$ cat config.mk
export PLATFORM = sky130hd
export DESIGN_NAME = rbs_xform
export DESIGN_NICKNAME = d
export VERILOG_FILES = /design/src/hw/rtl/rotate_bilinear_sampler_core_macros.svh /design/src/hw/rtl/rbs_pkg.sv /design/src/hw/rtl/rbs_xform.sv
export SDC_FILE = /design/constraint.sdc
export NUM_CORES = 2
export LEC_CHECK = 0
export BUFFER_PORTS_ARGS = -buffer_cell sky130_fd_sc_hd__buf_2
export CAP_MARGIN = 30
export CORE_MARGIN = 3
export CORE_UTILIZATION = 63
export CTS_CLUSTER_DIAMETER = 40
export DETAILED_ROUTE_END_ITERATION = 10
export GPL_ROUTABILITY_DRIVEN = 0
export PLACE_DENSITY = 0.82
export REMOVE_ABC_BUFFERS = 1
export SLEW_MARGIN = 40
export SYNTH_ARGS = -nofsm -noshare
export SYNTH_HDL_FRONTEND = slang
export SYNTH_SLANG_ARGS = --single-unit
$ cat constraint.sdc
create_clock -name i_clk -period 25.8 [get_ports i_clk]
set_input_delay 6.45 -clock i_clk [delete_from_list [all_inputs] [get_ports i_clk]]
set_output_delay 6.45 -clock i_clk [all_outputs]
set_load 0.02 [all_outputs]
$ cat src/hw/rtl/rotate_bilinear_sampler_core_macros.svh
// Assertion macros shared by the rotate/bilinear sampler RTL.
// Included by modules that carry concurrent checks; no other dependencies.
`ifndef ROTATE_BILINEAR_SAMPLER_CORE_MACROS_SVH
`define ROTATE_BILINEAR_SAMPLER_CORE_MACROS_SVH

// Same-cycle implication, disabled while reset is held
`define RBS_ASSERT_SAME(lbl, clk, rst_n, ante, cons, msg) \
    lbl: assert property (@(posedge clk) disable iff (!rst_n) (ante) |-> (cons)) \
        else $error(msg);

// Next-cycle implication, disabled while reset is held
`define RBS_ASSERT_NEXT(lbl, clk, rst_n, ante, cons, msg) \
    lbl: assert property (@(posedge clk) disable iff (!rst_n) (ante) |=> (cons)) \
        else $error(msg);

`endif

$ cat src/hw/rtl/rbs_pkg.sv
// Shared types and constants for the rotate/bilinear sampler.
// No dependencies; used by every module of the block.
package rbs_pkg;

    // Request codes
    localparam logic REQ_LOAD   = 1'b0;
    localparam logic REQ_SAMPLE = 1'b1;

    // Configuration register indexes
    localparam logic [2:0] CFG_SRC_W = 3'd0;
    localparam logic [2:0] CFG_SRC_H = 3'd1;
    localparam logic [2:0] CFG_DST_W = 3'd2;
    localparam logic [2:0] CFG_DST_H = 3'd3;
    localparam logic [2:0] CFG_COS   = 3'd4;
    localparam logic [2:0] CFG_SIN   = 3'd5;

    // Source positions are in units of 2^-15 pixel
    localparam int POS_SHIFT = 15;

    // Geometry as seen by the datapath (source sizes already clamped)
    typedef struct packed {
        logic [8:0]         w;
        logic [8:0]         h;
        logic [9:0]         dst_w;
        logic [9:0]         dst_h;
        logic signed [15:0] cos_q;
        logic signed [15:0] sin_q;
    } t_geo;

    // Transform stage output: one beat with its source position
    typedef struct packed {
        logic               valid;
        logic               is_load;
        logic [8:0]         col;
        logic [8:0]         row;
        logic [23:0]        rgb;
        logic signed [29:0] sx;
        logic signed [29:0] sy;
    } t_xf;

    // Fetched neighbors of one sample
    typedef struct packed {
        logic        valid;
        logic        in_src;
        logic [23:0] p00;
        logic [23:0] p01;
        logic [23:0] p10;
        logic [23:0] p11;
    } t_tap;

endpackage

$ cat src/hw/rtl/rbs_xform.sv
// Coordinate transform: destination offset times cos/sin, then the sums
// that give the source position. Depends on rbs_pkg.
module rbs_xform (
    input  logic          i_clk,
    input  logic          i_rst_n,
    input  logic          i_en,
    input  logic          i_take,
    input  logic          i_req_type,
    input  logic [8:0]    i_col,
    input  logic [8:0]    i_row,
    input  logic [23:0]   i_rgb,
    input  rbs_pkg::t_geo i_geo,
    output rbs_pkg::t_xf  o_xf
);

    logic signed [11:0] w_xh;
    logic signed [11:0] w_yh;
    logic signed [27:0] n_pxc, n_pys, n_pxs, n_pyc;

    logic               r1_valid;
    logic               r1_load;
    logic [8:0]         r1_col, r1_row;
    logic [23:0]        r1_rgb;
    logic signed [27:0] r1_pxc, r1_pys, r1_pxs, r1_pyc;

    logic               r2_valid;
    logic               r2_load;
    logic [8:0]         r2_col, r2_row;
    logic [23:0]        r2_rgb;
    logic signed [29:0] r2_sx, r2_sy;
    logic signed [29:0] n_sx, n_sy;

    // Half-pixel offsets from the destination center, and the four products
    always_comb begin
        w_xh  = signed'({2'b00, i_col, 1'b0}) - signed'({2'b00, i_geo.dst_w});
        w_yh  = signed'({2'b00, i_row, 1'b0}) - signed'({2'b00, i_geo.dst_h});
        n_pxc = w_xh * i_geo.cos_q;
        n_pys = w_yh * i_geo.sin_q;
        n_pxs = w_xh * i_geo.sin_q;
        n_pyc = w_yh * i_geo.cos_q;
    end

    always_ff @(posedge i_clk) begin
        if (!i_rst_n) begin
            r1_valid <= 1'b0;
        end else if (i_en) begin
            r1_valid <= i_take;
        end
    end

    always_ff @(posedge i_clk) begin
        if (i_en) begin
            r1_load <= (i_req_type == rbs_pkg::REQ_LOAD);
            r1_col  <= i_col;
            r1_row  <= i_row;
            r1_rgb  <= i_rgb;
            r1_pxc  <= n_pxc;
            r1_pys  <= n_pys;
            r1_pxs  <= n_pxs;
            r1_pyc  <= n_pyc;
        end
    end

    // Rotate back about the source center
    always_comb begin
        n_sx = 30'(r1_pxc) + 30'(r1_pys) + signed'({7'b0, i_geo.w, 14'b0});
        n_sy = 30'(r1_pyc) - 30'(r1_pxs) + signed'({7'b0, i_geo.h, 14'b0});
    end

    always_ff @(posedge i_clk) begin
        if (!i_rst_n) begin
            r2_valid <= 1'b0;
        end else if (i_en) begin
            r2_valid <= r1_valid;
        end
    end

    always_ff @(posedge i_clk) begin
        if (i_en) begin
            r2_load <= r1_load;
            r2_col  <= r1_col;
            r2_row  <= r1_row;
            r2_rgb  <= r1_rgb;
            r2_sx   <= n_sx;
            r2_sy   <= n_sy;
        end
    end

    always_comb begin
        o_xf.valid   = r2_valid;
        o_xf.is_load = r2_load;
        o_xf.col     = r2_col;
        o_xf.row     = r2_row;
        o_xf.rgb     = r2_rgb;
        o_xf.sx      = r2_sx;
        o_xf.sy      = r2_sy;
    end

endmodule

Word level (Yosys, flattened, before mapping)
Cells that the tools add are included.
{ "totals": {"register_bits": 256, "out_inout_bits": 104, "elab_cells": 27} }
{ "classes": {"addsub": 6, "n_mul": 4, "bitwise": 1} }
{ "op_table": {"columns": ["operator", "count"], "rows": [
  ["11-bit by 16-bit multiplier with 27-bit output", 4],
  ["28-bit by 24-bit adder with 29-bit output", 2],
  ["27-bit by 27-bit adder with 28-bit output", 1],
  ["27-bit by 27-bit subtractor with 28-bit output", 1],
  ["10-bit by 10-bit subtractor with 11-bit output", 2],
  ["1-bit inverter", 1]
]} }

Longest topological paths before layout
{ "depth": {"ltp_word": 2, "ltp_mapped": 31, "mapped_depth_nobuf": 29} }

Least setup slack after synthesis
OpenSTA, ideal clock, no wires.
{ "synth_path": {"path_type": "in2reg", "startpoint": "input i_geo[32] (netlist bit)", "endpoint": "register, netlist name r1_pys[26]", "setup_ns": 0.263, "arrival_time_ns": 12.718, "required_ns": 25.537, "slack_ns": 12.819, "cell_stages": 29, "path_cell_list": "clkbuf_1 > inv_1 > fa_1 > a21o_1 > a21oi_1 > o21ai_1 > a21oi_1 > o21bai_1 > a211oi_1 > a21oi_1 > clkbuf_1 > and2_1 > fa_1 > fa_1 > fa_1 > fa_1 > inv_1 > fa_1 > inv_1 > ha_1 > buf_2 > a21oi_1 > o21ai_0 > or3_1 > o22ai_2 > o21ai_1 > a211oi_1 > or3_1 > nand3_1"} }
{ "synth_via": {"elab_chain_cells": 2} }
{ "synth_rtl": {"columns": ["item", "line", "rtl"], "rows": [
  ["from (decl)", "rbs_xform.sv:12", "input rbs_pkg::t_geo i_geo,"],
  ["10-bit by 10-bit subtractor with 11-bit output", "rbs_xform.sv:36", "w_yh = signed'({2'b00, i_row, 1'b0}) - signed'({2'b00, i_geo.dst_h});"],
  ["11-bit by 16-bit multiplier with 27-bit output", "rbs_xform.sv:38", "n_pys = w_yh * i_geo.sin_q;"],
  ["named net n_pys[26]", "rbs_xform.sv:18", "logic signed [27:0] n_pxc, n_pys, n_pxs, n_pyc;"]
]} }
The timed path passes the listed nets, and every way through them passes these cells.
A chain may end at the register's enable or synchronous reset.

Worst setup path after layout
{ "layout_path": {"startpoint": "input i_geo[42] (netlist bit)", "endpoint": "register r1_pxs[25] (data pin)"} }
{ "layout_via": {"elab_chain_cells": 2} }
{ "layout_rtl": {"columns": ["item", "line", "rtl"], "rows": [
  ["10-bit by 10-bit subtractor with 11-bit output", "rbs_xform.sv:35", "w_xh = signed'({2'b00, i_col, 1'b0}) - signed'({2'b00, i_geo.dst_w});"],
  ["11-bit by 16-bit multiplier with 27-bit output", "rbs_xform.sv:39", "n_pxs = w_xh * i_geo.sin_q;"],
  ["named net n_pxs[25]", "rbs_xform.sv:18", null],
  ["to (signal assigned)", "rbs_xform.sv:59", "r1_pxs <= n_pxs;"],
  ["to (decl)", "rbs_xform.sv:24", "logic signed [27:0] r1_pxc, r1_pys, r1_pxs, r1_pyc;"]
]} }
The timed path passes the listed nets, and every way through them passes these cells.

==> flow_summary.yaml <==
status:
  outcome: "finished clean"
drt:
  drc: 0
  vias: 26800
  routed_via_density: 5.57
  first_pass_iters: 5
  ant_nets: 0
  wl_per_cell_um: 18.1
  drt_wl_total_um: 86800
  drt_iter0_markers: 1727
logic_synthesis:
  yosysWarnings: 0
  synth_edf_count: 252
  synth_area_leaders: "fa_1 (35%), edfxtp_1 (20%), ha_1 (11%)"
  synth-seq-cells: 254
  synth.cell_area_sq_um: 38200
  syn_avg_cell_area_sq_um: 9.90
  yosysSeqAreaShare_pct: 19.9
  synth_cells: 3856
  yosys.cell_types.count: 78
  synth_top_area_cell: "fa_1"
  ys.flop_type: "edfxtp_1"
  async_reset_ff_share_pct: 0
  yosysTopAreaCellShare_pct: 35.1
clock_network:
  cts_root_buf: "clkbuf_16"
  cts_tree: "done"
  hold_buffers: 0
  cts_max_level: 2
  cts_resized: 0
  clk_path_buf_depth: 3
  cts.sinks: 254
  post_cts.repair.setup_buffers: 0
  clk_pin_slew_ns: 0.05
  clk_latency_ns: 0.57
  cts_buffers: 40
setup_path:
  cp.arrival_ns: 14.39
  cpPeakStageDelay_ns: 0.62
  crit_path_end_kind: "flop"
  cp_slowest_cell: "buf_2"
  crit_type: "in2reg"
  critical_path_peak_fanout: 34
  worst_setup_path_start_kind: "primary input"
  crit_required_ns: 26.10
  critPathMostFrequentCell: "fa_1"
global_routing:
  grt_first_pass_wirelength_um: 146000
  antenna_found_initial: 2
  grt.overflow.total: 0
  grt_pass1_vias: 29200
  grt_usage_pct: 28.9
  grt_start_max_net_pins: 110
timing:
  slew_headroom_pct: 45.4
  setup_violations: 0
  slew_viol_final: 0
  max_freq_ghz: 0.0710
  tightestPinTransition_ns: 0.819
  worst_slack_ns: 11.71
  fin_crit_sh_pct: 54.6
  skew_ns: 0.0177
  holdWs_ns: 0.413
  rsz0062_at_grt: "no"
  hold_viol_final: 0
  fin_crit_ns: 14.09
  fin_setup_tns_ns: 0
min_path:
  hp-class: "reg2reg"
finish:
  final_common_cell: "inv_1"
  fillers: 4409
  area_growth_syn_to_layout_pct: 8.55
  fin_util_pct: 69.7
  finalNetCount: 5125
  area.sequential_sq_um: 7610
  drive_gt1_share_pct: 8.55
  layout_common_cells: "inv_1 (925), fa_1 (670), and2_1 (354)"
  multi_input_area_sq_um: 26700
floorplanning:
  row_count: 89
  initial_core_util_pct: 64.2
  dieArea_sq_um: 63600
  core_region_area_sq_um: 59500
  die_x_um: 252
  fp.dieH_um: 252
  num_io_pins: 221
placement:
  hpwl_um: 66800
  io_buffers: 220
  dp_slack_ns: 11.30
flow_run:
  drv_cap: 0
[final timing paths]
path | start | endpoint | slack, ns | cells after the start
min | r1_col[3] | r2_col[3] | 0.41 | 0
max reg2reg | r1_pyc[1] | r2_sy[27] | 22.25 | 11
max | i_geo[42] | r1_pxs[25] | 11.71 | 29
min reg2reg | r1_col[3] | r2_col[3] | 0.41 | 0
[worst max-delay path, delay by kind of cell]
kind	cells	cell delay, ns
buffers and inverters	7	1.38
AOI/OAI and AO/OA	11	2.47
and+or+nand+nor	3	0.86
adders and majority gates	7	3.09
xor gates and xnor gates	1	0.11
[kinds of logic after synthesis]
group | count (synthesis) | synth area share, %
buffers and inverters | 1066 | 10.5
adders and majority gates | 1006 | 46.1
and+or+nand+nor | 977 | 12.8
muxes | 7 | 0.193
AOI/OAI and AO/OA | 387 | 6.74
xor gates and xnor gates | 159 | 3.65
DFF | 254 | 19.9
[per-layer routing]
layer | up-vias | GRT usage (%) | part of all wire, %
met5 | - | 0.526 | 0.014
met4 | 2 | 12.2 | 4.3
met3 | 221 | 4.90 | 7.7
li1 | 12100 | - | -
met1 | 13400 | 37.2 | 40
met2 | 1016 | 48.7 | 48
[per-stage QoR]
step	area [sq um]	std cells
after floorplan	37600	3717
after global placement	40000	4730
after detailed placement	40100	4732
after CTS	41400	4806
after global routing	41400	4807
final	41500	4809
[flip-flops by register name (all words and copies together) (netlist names)]
name and cells:
r1_load 1, r2_sy 29, r2_rgb 24, r2_row 9, r1_col 9, r2_sx 29, r1_pyc 27, r1_rgb 24
r2_col 9, r2_valid 1, r1_pys 27, r1_row 9, r1_valid 1, r1_pxs 27, r2_load 1, r1_pxc 27
[Yosys cell counts (14+ instances only)]
cell and n:
a211oi_1 19, a21o_1 53, a21oi_1 111, and2_1 354, and3_1 14, clkbuf_1 127, edfxtp_1 252, fa_1 670
ha_1 336, inv_1 925, nand2_1 345, nand2b_1 28, nand3_1 19, nor2_1 129, nor2b_1 21, nor3_1 25
o211ai_1 17, o21a_1 26, o21ai_0 46, o21ai_1 25, o21bai_1 18, xnor2_1 124, xor2_1 35
[final cells by class]
class	instances	share of cell area (%)
sequential	254	18.4
tap	773	2.33
antenna	2	0.0121
multi-input combinational	2536	64.4
timing repair buffer	243	3.23
clock buffer	42	2.43
inverter	927	8.39
clock inverter	32	0.833
Power is not shown: default switching activity piles up to over one toggle a cycle in this logic, so the estimate is an artifact.
