### src/hw/rtl/rotate_bilinear_sampler_core_macros.svh
// Assertion macros shared by the rotate/bilinear sampler RTL.
// Included by modules that carry concurrent checks; no other dependencies.
`ifndef ROTATE_BILINEAR_SAMPLER_CORE_MACROS_SVH
`define ROTATE_BILINEAR_SAMPLER_CORE_MACROS_SVH

// Same-cycle implication, disabled while reset is held
`define RBS_ASSERT_SAME(lbl, clk, rst_n, ante, cons, msg) \
    lbl: assert property (@(posedge clk) disable iff (!rst_n) (ante) |-> (cons)) \
        else $error(msg);

// Next-cycle implication, disabled while reset is held
`define RBS_ASSERT_NEXT(lbl, clk, rst_n, ante, cons, msg) \
    lbl: assert property (@(posedge clk) disable iff (!rst_n) (ante) |=> (cons)) \
        else $error(msg);

`endif

### src/hw/rtl/rbs_pkg.sv
// Shared types and constants for the rotate/bilinear sampler.
// No dependencies; used by every module of the block.
package rbs_pkg;

    // Request codes
    localparam logic REQ_LOAD   = 1'b0;
    localparam logic REQ_SAMPLE = 1'b1;

    // Configuration register indexes
    localparam logic [2:0] CFG_SRC_W = 3'd0;
    localparam logic [2:0] CFG_SRC_H = 3'd1;
    localparam logic [2:0] CFG_DST_W = 3'd2;
    localparam logic [2:0] CFG_DST_H = 3'd3;
    localparam logic [2:0] CFG_COS   = 3'd4;
    localparam logic [2:0] CFG_SIN   = 3'd5;

    // Source positions are in units of 2^-15 pixel
    localparam int POS_SHIFT = 15;

    // Geometry as seen by the datapath (source sizes already clamped)
    typedef struct packed {
        logic [8:0]         w;
        logic [8:0]         h;
        logic [9:0]         dst_w;
        logic [9:0]         dst_h;
        logic signed [15:0] cos_q;
        logic signed [15:0] sin_q;
    } t_geo;

    // Transform stage output: one beat with its source position
    typedef struct packed {
        logic               valid;
        logic               is_load;
        logic [8:0]         col;
        logic [8:0]         row;
        logic [23:0]        rgb;
        logic signed [29:0] sx;
        logic signed [29:0] sy;
    } t_xf;

    // Fetched neighbors of one sample
    typedef struct packed {
        logic        valid;
        logic        in_src;
        logic [23:0] p00;
        logic [23:0] p01;
        logic [23:0] p10;
        logic [23:0] p11;
    } t_tap;

endpackage

### src/hw/rtl/rbs_blend.sv
// Bilinear blend: weight products, per-channel tap products, sums and the
// output register. Depends on rbs_pkg.
`include "rotate_bilinear_sampler_core_macros.svh"
module rbs_blend #(
    parameter int WEIGHT_BITS = 8
) (
    input  logic                   i_clk,
    input  logic                   i_rst_n,
    input  logic                   i_en,
    input  rbs_pkg::t_tap          i_tap,
    input  logic [WEIGHT_BITS-1:0] i_wx,
    input  logic [WEIGHT_BITS-1:0] i_wy,
    output logic                   o_valid,
    output logic [7:0]             o_red,
    output logic [7:0]             o_green,
    output logic [7:0]             o_blue,
    output logic                   o_inside
);

    localparam int OW = WEIGHT_BITS + 1;
    localparam int WW = 2 * OW;
    localparam int PW = WW + 8;
    localparam logic [OW-1:0] ONE = OW'(1) << WEIGHT_BITS;

    logic [OW-1:0] w_ox, w_oy, w_wx, w_wy;

    logic          r5_valid;
    logic          r5_inside;
    logic [WW-1:0] r5_w [4];
    logic [23:0]   r5_p [4];

    logic          r6_valid;
    logic          r6_inside;
    logic [PW-1:0] r6_prod [3][4];

    logic          r7_valid;
    logic          r7_inside;
    logic [7:0]    r7_red, r7_green, r7_blue;
    logic [PW-1:0] n_sum [3];

    // Corner weights
    always_comb begin
        w_wx = {1'b0, i_wx};
        w_wy = {1'b0, i_wy};
        w_ox = ONE - w_wx;
        w_oy = ONE - w_wy;
    end

    always_ff @(posedge i_clk) begin
        if (!i_rst_n) begin
            r5_valid <= 1'b0;
            r6_valid <= 1'b0;
            r7_valid <= 1'b0;
        end else if (i_en) begin
            r5_valid <= i_tap.valid;
            r6_valid <= r5_valid;
            r7_valid <= r6_valid;
        end
    end

    always_ff @(posedge i_clk) begin
        if (i_en) begin
            r5_inside <= i_tap.in_src;
            r5_w[0]   <= w_ox * w_oy;
            r5_w[1]   <= w_wx * w_oy;
            r5_w[2]   <= w_ox * w_wy;
            r5_w[3]   <= w_wx * w_wy;
            r5_p[0]   <= i_tap.p00;
            r5_p[1]   <= i_tap.p01;
            r5_p[2]   <= i_tap.p10;
            r5_p[3]   <= i_tap.p11;
        end
    end

    // Weight times channel, one product per tap and channel
    always_ff @(posedge i_clk) begin
        if (i_en) begin
            r6_inside <= r5_inside;
            for (int c = 0; c < 3; c++) begin
                for (int k = 0; k < 4; k++) begin
                    r6_prod[c][k] <= PW'(r5_w[k]) * PW'(r5_p[k][23 - 8*c -: 8]);
                end
            end
        end
    end

    always_comb begin
        for (int c = 0; c < 3; c++) begin
            n_sum[c] = r6_prod[c][0] + r6_prod[c][1] + r6_prod[c][2] + r6_prod[c][3];
        end
    end

    // Output register; black when outside
    always_ff @(posedge i_clk) begin
        if (i_en) begin
            r7_inside <= r6_inside;
            r7_red    <= r6_inside ? n_sum[0][2*WEIGHT_BITS +: 8] : 8'd0;
            r7_green  <= r6_inside ? n_sum[1][2*WEIGHT_BITS +: 8] : 8'd0;
            r7_blue   <= r6_inside ? n_sum[2][2*WEIGHT_BITS +: 8] : 8'd0;
        end
    end

    assign o_valid  = r7_valid;
    assign o_inside = r7_inside;
    assign o_red    = r7_red;
    assign o_green  = r7_green;
    assign o_blue   = r7_blue;

    // Outside samples come out black
    `RBS_ASSERT_SAME(a_black_outside, i_clk, i_rst_n, r7_valid && !r7_inside, (r7_red == 8'd0) && (r7_green == 8'd0) && (r7_blue == 8'd0), "outside pixel not black")
    // A beat in the product stage reaches the output register
    `RBS_ASSERT_NEXT(a_advance, i_clk, i_rst_n, i_en && r6_valid, r7_valid, "beat lost before output")
    // A held output beat keeps its payload
    `RBS_ASSERT_NEXT(a_out_hold, i_clk, i_rst_n, r7_valid && !i_en, r7_valid && $stable({r7_red, r7_green, r7_blue, r7_inside}), "held output beat changed")

endmodule

### config.mk
export PLATFORM = sky130hd
export DESIGN_NAME = rbs_blend
export DESIGN_NICKNAME = d
export VERILOG_FILES = /design/src/hw/rtl/rbs_pkg.sv /design/src/hw/rtl/rbs_blend.sv
export VERILOG_INCLUDE_DIRS = /design/src /design/src/hw/rtl
export SDC_FILE = /design/constraint.sdc
export NUM_CORES = 2
export LEC_CHECK = 0
export BUFFER_PORTS_ARGS = -buffer_cell sky130_fd_sc_hd__buf_2
export CAP_MARGIN = 20
export CORE_ASPECT_RATIO = 0.6
export CORE_MARGIN = 2
export CORE_UTILIZATION = 26
export DETAILED_ROUTE_END_ITERATION = 6
export HOLD_SLACK_MARGIN = 0.12
export PLACE_DENSITY_LB_ADDON = 0.1
export REMOVE_ABC_BUFFERS = 1
export SETUP_SLACK_MARGIN = 0.4
export SYNTH_ARGS = -nofsm -noshare
export SYNTH_HDL_FRONTEND = slang
export SYNTH_SLANG_ARGS = --single-unit
### constraint.sdc
create_clock -name i_clk -period 6.5 [get_ports i_clk]
set_clock_uncertainty 0.15 [all_clocks]
set_input_delay 1.3 -clock i_clk [delete_from_list [all_inputs] [get_ports i_clk]]
set_output_delay 1.3 -clock i_clk [all_outputs]
set_load 0.05 [all_outputs]
; Yosys cells after proc, flatten, opt, wreduce, memory -nomap -nowiden
; Memories as Yosys holds them, arrays and structs flattened.
; Cells that the tools add are included.
[totals]
reg_bits = 30
ram_bits = 480
inputBits = 117
n_memories = 3
[memory_table]
columns = memory, words, width, read_ports, rd_ports_with_merged_regs, wr, line_no
row1 = r6_prod, 3, 104, 3, 0, 3, rbs_blend.sv:34  ; logic [PW-1:0] r6_prod [3][4];
row2 = r5_p, 4, 24, 4, 0, 4, rbs_blend.sv:30  ; logic [23:0] r5_p [4];
row3 = r5_w, 4, 18, 4, 0, 4, rbs_blend.sv:29  ; logic [WW-1:0] r5_w [4];
[classes]
add_sub_neg = 11
n_mul = 16
mux = 2
[op_table]
columns = op, count
row1 = $mul 18x8->26, 12
row2 = $add 24x24->24, 9
row3 = $mul 9x9->18, 1
row4 = $sub 9x8->9 const A, 2
row5 = $mul 8x9->17, 1
row6 = $mul 9x8->17, 1
row7 = $mul 8x8->16, 1
row8 = $mux 1, 2

; Depth between registers and ports, before layout
; An unclocked memory read counts as a cell.
[depth]
word_depth = 4
ltp_mapped = 24

; Worst setup path after synthesis
; Ideal clock, no wire load.
[synth_timing]
path_type = input -> register
start = input i_wx[4]
end = memory r5_w[0][17] (netlist bit), data pin
setup_time_ns = 0.260
arrival_ns = 6.189
required_ns = 6.090
setup_slack_ns = -0.098
stages = 22
n_path_buf = 2
cell_sequence = clkbuf_1 nor3_1 nand2b_1 nor4_1 xnor2_1 clkbuf_1 nand2_1 fa_1 inv_1 fa_1 inv_1 fa_1 fa_1 inv_1 ha_1 inv_1 o21a_1 o21ai_0 a211oi_1 o31ai_1 a21oi_1 xnor2_1
[synth_lines]
columns = element, line_no
row1 = from (decl), rbs_blend.sv:11  ; input logic [WEIGHT_BITS-1:0] i_wx,
row2 = to (decl), rbs_blend.sv:29

==> results_dict.tcl <==
set metrics [dict create \
    grt_pass1_wl_um 377000 \
    async_reset_ff_share_pct 0 \
    cp.arrival_ns 6.20 \
    worstPathCellList "buf_4 > and2_1 > fa_1 > fa_1 > fa_1 > fa_1 > ha_1 > nand4_1 > nor3_1 > a21boi_0 > nor4bb_1 > o31ai_1 > xnor2_1" \
    numCtsBuffers 59 \
    cpMostUsedCell "fa_1" \
    slew_headroom_pct 25.2 \
    critPathMaxFanout 10 \
    multi_input_area_mm2 0.0571 \
    drc_errors 0 \
    max_freq_mhz 170 \
    cp_slowest_cell "edfxtp_1" \
    fin_crit_ns 5.90 \
    fin_area_mm2 0.0875 \
    antenna_found_initial 40 \
    overflow 0 \
    setup.worst_path.start_class "flop" \
    rows 155 \
    report.final.slew_viol_count 0 \
    crit_type "flop to flop" \
    post_drt_wl_per_cell_um 20.4 \
    period_share_pct 90.7 \
    io_buffers 142 \
    drtAntennaViolNets 0 \
    nets 10300 \
    drt_iter0_markers 3017 \
    syn-cell-area_mm2 0.0777 \
    drive_above_1_share_pct 7.83 \
    worstMarginPinSlew_ns 1.12 \
    hold_viol_final 0 \
    cts_buffer_depth 3 \
    wirelength_met1_um 129000 \
    synthXorXnorAreaFrac_pct 3.63 \
    grt_pass1_vias 58000 \
    synthMuxAreaShare_pct 0.118 \
    nFillCells 31200 \
    initial_core_util_pct 26.1 \
    synthDistinctLibCells 79 \
    wl_met3_um 12600 \
    die_area_mm2 0.303 \
    path_clk_slew_ns 0.06 \
    outcome "finished, final reports clean" \
    cp-end-kind "flop" \
    gp_congestion 0.832 \
    track_usage_pct 16.7 \
    cts-root-buf "clkbuf_16" \
    placed_area_mm2 0.0853 \
    grt_max_degree 104 \
    setup_viol 0 \
    core_mm2 0.297 \
    cts.sinks 479 \
    synthAdderAreaFrac_pct 47.0 \
    synth_top_flop_cell "edfxtp_1" \
    dp_hpwl_um 206000 \
    top_layer_used "met4" \
    synthCells 7792 \
    chipWidth_um 710 \
    vias_per_cell 4.40 \
    insertion_delay_ns 0.76 \
    vias 53400 \
    slowest_delay_ns 1.04 \
    synth_seq_cells 479 \
    synth-compound-area-share_pct 5.57 \
    seq_area_mm2 0.0144 \
    seq_area_frac_synth_pct 18.5 \
    cts_max_level 2 \
    synth.avg_cell_area_um2 9.97 \
    synthSimpleGateAreaFrac_pct 17.1 \
    finalWirelength_um 247000 \
    area_growth_pct 12.6 \
    maxCapViolations 0 \
    cts-hold-fix-buffers 0 \
    dieHeight_um 427 \
    hold_class "flop to flop" \
    first_pass_iters 5 \
    yosys_warnings 0 \
    cts_tree "built" \
    synth_top_family_by_area "adder cells" \
    rsz0062_at_grt "false" \
    synth_edf_count 476 \
    pin_count 143 \
    cp.required_ns 6.80 \
    wl_met2_um 102000 \
]
final timing paths:
kind	depth (start not counted)	slack (ns)	startpoint	to
worst min-delay path	0	0.29	r5_inside$_DFFE_PP_	r6_inside$_DFFE_PP_
worst max register to register	13	0.60	r5_w[0][11]$_DFFE_PP_	r6_prod[1][101]$_DFFE_PP_
worst min register to register	0	0.29	r5_inside$_DFFE_PP_	r6_inside$_DFFE_PP_
worst max-delay path	13	0.60	r5_w[0][11]$_DFFE_PP_	r6_prod[1][101]$_DFFE_PP_
metrics by stage:
step           utilization, %  setup WS (ns)  instances  hold WS (ns)  setup TNS (ns)
6_report                 29.4          0.602      12100         0.289               0
5_1_grt                  29.4          0.411      12100         0.302               0
4_1_cts                  29.3          0.463      12100         0.297               0
3_5_place_dp             28.7         -0.337      12000         0.269           -2.16
3_3_place_gp             28.7         -0.378      12000         0.277           -2.13
2_1_floorplan               -         0.0995       7504         0.250               0
per-layer routing:
metal / GRT usage, % / vias up
li1: - / 24900
met1: 25.6 / 27400
met2: 24.5 / 933
met3: 2.89 / 156
met4: 2.99 / 0
met5: 0 / -
layout by cell type, fill, tap and decap left out, types with 21 or more instances in the layout:
cell type	n
and3_1	33
and2_1	1152
a211oi_1	22
buf_12	30
o21ai_0	87
o211ai_1	21
o21ai_1	22
nand3_1	56
nand2_1	809
fa_1	1376
xnor2_1	249
xor2_1	70
nor2b_1	48
o21a_1	36
inv_1	1382
edfxtp_1	476
nor3_1	92
a21oi_1	201
nand2b_1	31
ha_1	719
a21o_1	90
o21bai_1	38
diode_2	24
nor2_1	229
clkbuf_16	60
buf_4	334
buf_2	141
area by class of cell:
type	instances	share of cell area (%)
multi-input combinational	5642	65.3
sequential	479	16.4
inverter	1383	5.93
tap	4003	5.73
timing repair buffer	507	4.41
clock buffer	69	1.75
clock inverter	42	0.375
antenna	24	0.0687
flip-flops by register name, indices dropped and copies added, names as in the netlist:
register,flops
o_valid,1
r5_p,96
o_blue,8
r6_valid,1
o_green,8
r6_inside,1
r6_prod,288
o_red,8
r5_w,65
o_inside,1
r5_valid,1
r5_inside,1
logic make-up (layout without fill, tap and decap cells):
group                    Yosys count  after routing
AND/OR/NAND/NOR                 2553           2553
other                              0             24
AO/OA/AOI/OAI                    662            662
multiplexers                       9              9
flip-flops                       479            479
XOR/XNOR                         322            322
buffers and inverters           1671           2001
adder cells (fa/ha/maj)         2096           2096
cells in the mapped netlist, types with 31 or more instances:
cell type  number  share of area, %
a21o_1         90              0.87
a21oi_1       201               1.3
and2_1       1152               9.3
and3_1         33              0.27
clkbuf_1      287               1.4
edfxtp_1      476                18
fa_1         1376                35
ha_1          720                12
inv_1        1382               6.7
nand2_1       809               3.9
nand2b_1       31              0.25
nand3_1        56              0.36
nor2_1        229               1.1
nor2b_1        48              0.39
nor3_1         94              0.61
o21a_1         36              0.35
o21ai_0        90              0.58
o21bai_1       38              0.37
xnor2_1       251               2.8
xor2_1         71              0.80
worst max-delay path: cells and delay by family (launching register included):
kind | cells | cell delay (ns)
compound gates | 2 | 0.84
xor+xnor | 1 | 0.10
fa+ha+maj | 5 | 2.25
buf+inv | 1 | 0.28
flops | 1 | 1.04
simple gates | 4 | 0.94
what timing repair did:
item,4_1_cts,5_1_grt
buffers inserted,0,11
setup endpoints to repair,0,15
endpoints found under the hold margin,0,0
gates resized for setup,0,14
Power is left out: the tool's default activity adds up to more than one toggle a clock period on the data nets, which glitch-free logic cannot reach.
